--- config.mk ---
export PLATFORM = sky130hd
export DESIGN_NAME = leh_ram
export DESIGN_NICKNAME = d
export VERILOG_FILES = /design/src/line_editor_with_history_defines.svh /design/src/leh_ram.sv
export SDC_FILE = /design/constraint.sdc
export NUM_CORES = 1
export LEC_CHECK = 0
export ABC_AREA = 1
export BUFFER_PORTS_ARGS = -buffer_cell sky130_fd_sc_hd__buf_4
export CAP_MARGIN = 10
export CORE_ASPECT_RATIO = 2
export CORE_MARGIN = 2
export CORE_UTILIZATION = 53
export DETAILED_ROUTE_END_ITERATION = 12
export GPL_TIMING_DRIVEN = 0
export PLACE_DENSITY = 0.69
export SLEW_MARGIN = 10
export SYNTH_ARGS = -nofsm -noshare
export SYNTH_HDL_FRONTEND = slang
export SYNTH_SLANG_ARGS = --single-unit
--- constraint.sdc ---
create_clock -name clk -period 5.23 [get_ports clk]
set_clock_uncertainty 0.1 [all_clocks]
set_input_delay 1.046 -clock clk [delete_from_list [all_inputs] [get_ports clk]]
set_output_delay 1.046 -clock clk [all_outputs]
set_load 0.005 [all_outputs]
--- src/line_editor_with_history_defines.svh ---
// Assertion macros for the line editor with history.
// Included by the top level; depends on nothing else.
`ifndef LINE_EDITOR_WITH_HISTORY_DEFINES_SVH
`define LINE_EDITOR_WITH_HISTORY_DEFINES_SVH

// Check that a condition implies a consequence on the same edge.
`define LEH_ASSERT_IMP(label, clk, rst_n, cond, cons, msg) \
	label: assert property (@(posedge clk) disable iff (!rst_n) (cond) |-> (cons)) \
		else $error(msg);

// Check that a condition implies a consequence on the next edge.
`define LEH_ASSERT_NEXT(label, clk, rst_n, cond, cons, msg) \
	label: assert property (@(posedge clk) disable iff (!rst_n) (cond) |=> (cons)) \
		else $error(msg);

`endif

--- src/leh_ram.sv ---
// Generic single-port-write, single-port-read RAM with registered read.
// No dependencies.
module leh_ram #(
	parameter int WIDTH = 8,
	parameter int DEPTH = 64
) (
	input  logic                     clk,
	input  logic                     we,
	input  logic [$clog2(DEPTH)-1:0] waddr,
	input  logic [WIDTH-1:0]         wdata,
	input  logic [$clog2(DEPTH)-1:0] raddr,
	output logic [WIDTH-1:0]         rdata
);
	logic [WIDTH-1:0] mem_q [DEPTH];

	always_ff @(posedge clk) begin
		if (we)
			mem_q[waddr] <= wdata;
		rdata <= mem_q[raddr];
	end
endmodule

==> impl_metrics.tcl <==
set metrics [dict create \
    status "complete, no violations" \
    firstDrtPassIters 6 \
    worstSetupEndpointType "flop" \
    grt_start_max_net_pins 65 \
    syn_nets 1827 \
    rrSetupSlack_ns 3.70 \
    ys_ff_latch 520 \
    wl_met3_um 5137 \
    max_slew_margin_pct 25.71 \
    r2r-start "mem_q[37][0]" \
    finalWorstSetupSlack_ns 2.088 \
    holdBufCountCts 0 \
    pwr-share-comb_pct 7.0 \
    io_buffers 21 \
    grt_pass1_vias 13490 \
    antenna_left 0 \
    clkPwrFrac_pct 40.1 \
    rsz0062_at_grt "no" \
    h-tree-depth 2 \
    core_area_um2 39950 \
    cts.sinks 520 \
    cp_max_fo 9 \
    worstPathRequired_ns 5.32 \
    via_per_inst 5.816 \
    period_minus_slack_ns 3.142 \
    synth.yosys.seq_area_share_pct 72.80 \
    path_depth 4 \
    hold_path_class "flop to flop" \
    antenna_cells 0 \
    die_x_um 145.9 \
    top_layer "met5" \
    drt_iter0_markers 1898 \
    crit_path_start_kind "input port" \
    grt_pass1_wl_um 86540 \
    syn_avg_cell_area_um2 11.82 \
    wl_per_cell_um 24.20 \
    cts_resized 0 \
    clockBufferDepth 3 \
    power_density_nw_per_um2 366.7 \
    final-hold-violation-count 0 \
    internal_power_mw 6.779 \
    cpLargestDelayFamily "simple AND/OR/NAND/NOR gates" \
    num_rows 104 \
    crit_type "input port to flop" \
    leakagePower_nw 8.625 \
    grt_antenna_before_repair 1 \
    preCtsSetupSlack_ns 1.594 \
    maxCapViolCount 0 \
    wl_met2_um 27910 \
    crit_slowest_cell "nor2_1" \
    start_util_pct 53.42 \
    synth_area_um2 21340 \
    nFillCells 3194 \
    worst_pin_slew_ns 1.110 \
    area_growth_pct 11.73 \
    period_share_pct 60.07 \
    critPathMaxStageDelay_ns 1.07 \
    seqPwrFrac_pct 52.8 \
    synth.distinct_cells 16 \
    slew_violations 0 \
    place_hpwl_um 39510 \
    die_area_um2 41980 \
    switchingPower_mw 1.964 \
    num_vias 14250 \
    final_area_um2 23840 \
    place_congestion 0.9446 \
    drive_gt1_share_pct 10.36 \
    sw_frac_of_total_pct 22.46 \
    overflow 0 \
    path_cells "clkbuf_1 > inv_1 > nand4_1 > nor2_1" \
    route.detailed.drc 0 \
    numCtsBuffers 46 \
    cts_tree "done" \
    max_freq_mhz 318.3 \
    die_height_um 287.8 \
    cts_setup_buffers 0 \
    tns_ns 0 \
    syn_inst 1805 \
    peakVddDrop_mv 0.3367 \
    endpoint "mem_q[29][7]" \
    crit_buf_inv 2 \
    io_pins 30 \
    r2r_cells 8 \
    cts_root_buf "clkbuf_16" \
    insertion_delay_ns 0.58 \
    placed_cell_area_um2 22270 \
    cp-startpoint "waddr[1]" \
    r2r_end "rdata[0]" \
    totalWireLength_um 59280 \
    m1WireLength_um 21880 \
    grt.total_usage_pct 28.39 \
    path_clk_slew_ns 0.07 \
    arrival_ns 3.23 \
    nets 1904 \
    ys_warn_count 0 \
    setup_violations 0 \
]
-- final cells by class --
cell class / count / area (um2) / share of cell area (%)
buffer: 113 / 808.3 / 3.390
clock buffer: 53 / 1199 / 5.027
clock inverter: 33 / 374.1 / 1.569
inverter: 12 / 50.05 / 0.2099
multi-input combinational: 1160 / 4996 / 20.95
sequential: 520 / 15530 / 65.16
tap: 530 / 663.1 / 2.781
timing repair buffer: 29 / 217.7 / 0.9131
-- how the worst min path moves through the flow --
stage / from / to / slack [ns] / cells after the start
global route: mem_q[12][2] / rdata[2] / 0.87 / 8
finish: mem_q[42][4] / rdata[4] / 0.79 / 8
global placement: mem_q[40][3] / rdata[3] / 0.76 / 8
floorplan: mem_q[52][0] / rdata[0] / 0.62 / 8
detailed placement: mem_q[14][6] / rdata[6] / 0.77 / 8
CTS: mem_q[40][3] / rdata[3] / 0.79 / 8
-- Yosys cell counts --
cell type,n,area (um2)
buf_8,2,30.03
nand2_1,648,2432
clkbuf_1,15,56.30
buf_2,37,185.2
edfxtp_1,512,15370
inv_2,1,3.750
nand4_1,9,56.30
inv_1,10,37.54
buf_1,10,37.54
nor4_1,8,50.05
inv_6,1,8.760
buf_6,35,394.1
dfxtp_1,8,160.2
nand3_1,439,2197
buf_4,14,105.1
nor2_1,56,210.2
-- layer usage --
layer  GRT usage (%)  vias to the layer above
li1                -                     6501
met1           37.00                     6729
met2           45.22                      811
met3           3.756                      205
met4           18.28                        2
met5               0                        -
-- power groups by stage --
stage / sequential, mW / clock [mW] / combinational (mW)
5_1_grt: 4.62 / 3.68 / 0.657
2_1_floorplan: 4.71 / 0 / 0.324
4_1_cts: 4.62 / 3.52 / 0.607
3_5_place_dp: 4.71 / 0 / 0.605
3_3_place_gp: 4.71 / 0 / 0.595
6_report: 4.62 / 3.51 / 0.616
-- cell usage in the layout (no fill, tap or decap), drive strengths merged --
master | netlist | routed
nand2 | 648 | 648
edfxtp | 512 | 512
nand3 | 439 | 439
buf | 98 | 127
clkbuf | 15 | 68
nor2 | 56 | 56
clkinv | 0 | 22
inv | 12 | 12
nand4 | 9 | 9
nor4 | 8 | 8
dfxtp | 8 | 8
bufinv | 0 | 7
clkinvlp | 0 | 4
-- worst min-delay path, delay by kind of cell, from the launching register on --
kind | cells | cell delay [ns]
and+or+nand+nor | 8 | 0.53
DFF | 1 | 0.32
-- cells by family (layout without fill, tap and decap cells) --
logic type	count (synthesis)	count (layout)	synth area share, %
simple gates	1160	1160	23.18
flops	520	520	72.80
buf+inv	125	240	4.022
-- sequential cells by signal, summed over array words and instances, names as in the netlist --
signal	count
mem_q	512
rdata	8
-- through the flow --
| step | instances | util (%) | hold slack, ns | total power, mW |
|---|---|---|---|---|
| finish | 2450 | 59.68 | 0.7869 | 8.743 |
| global route | 2450 | 59.68 | 0.8723 | 8.958 |
| CTS | 2450 | 59.68 | 0.7928 | 8.745 |
| detailed placement | 2364 | 55.75 | 0.7718 | 5.315 |
| global placement | 2356 | 55.47 | 0.7613 | 5.304 |
| floorplan | 1805 | - | 0.6217 | 5.033 |
Power figures use the tool's default switching activity.
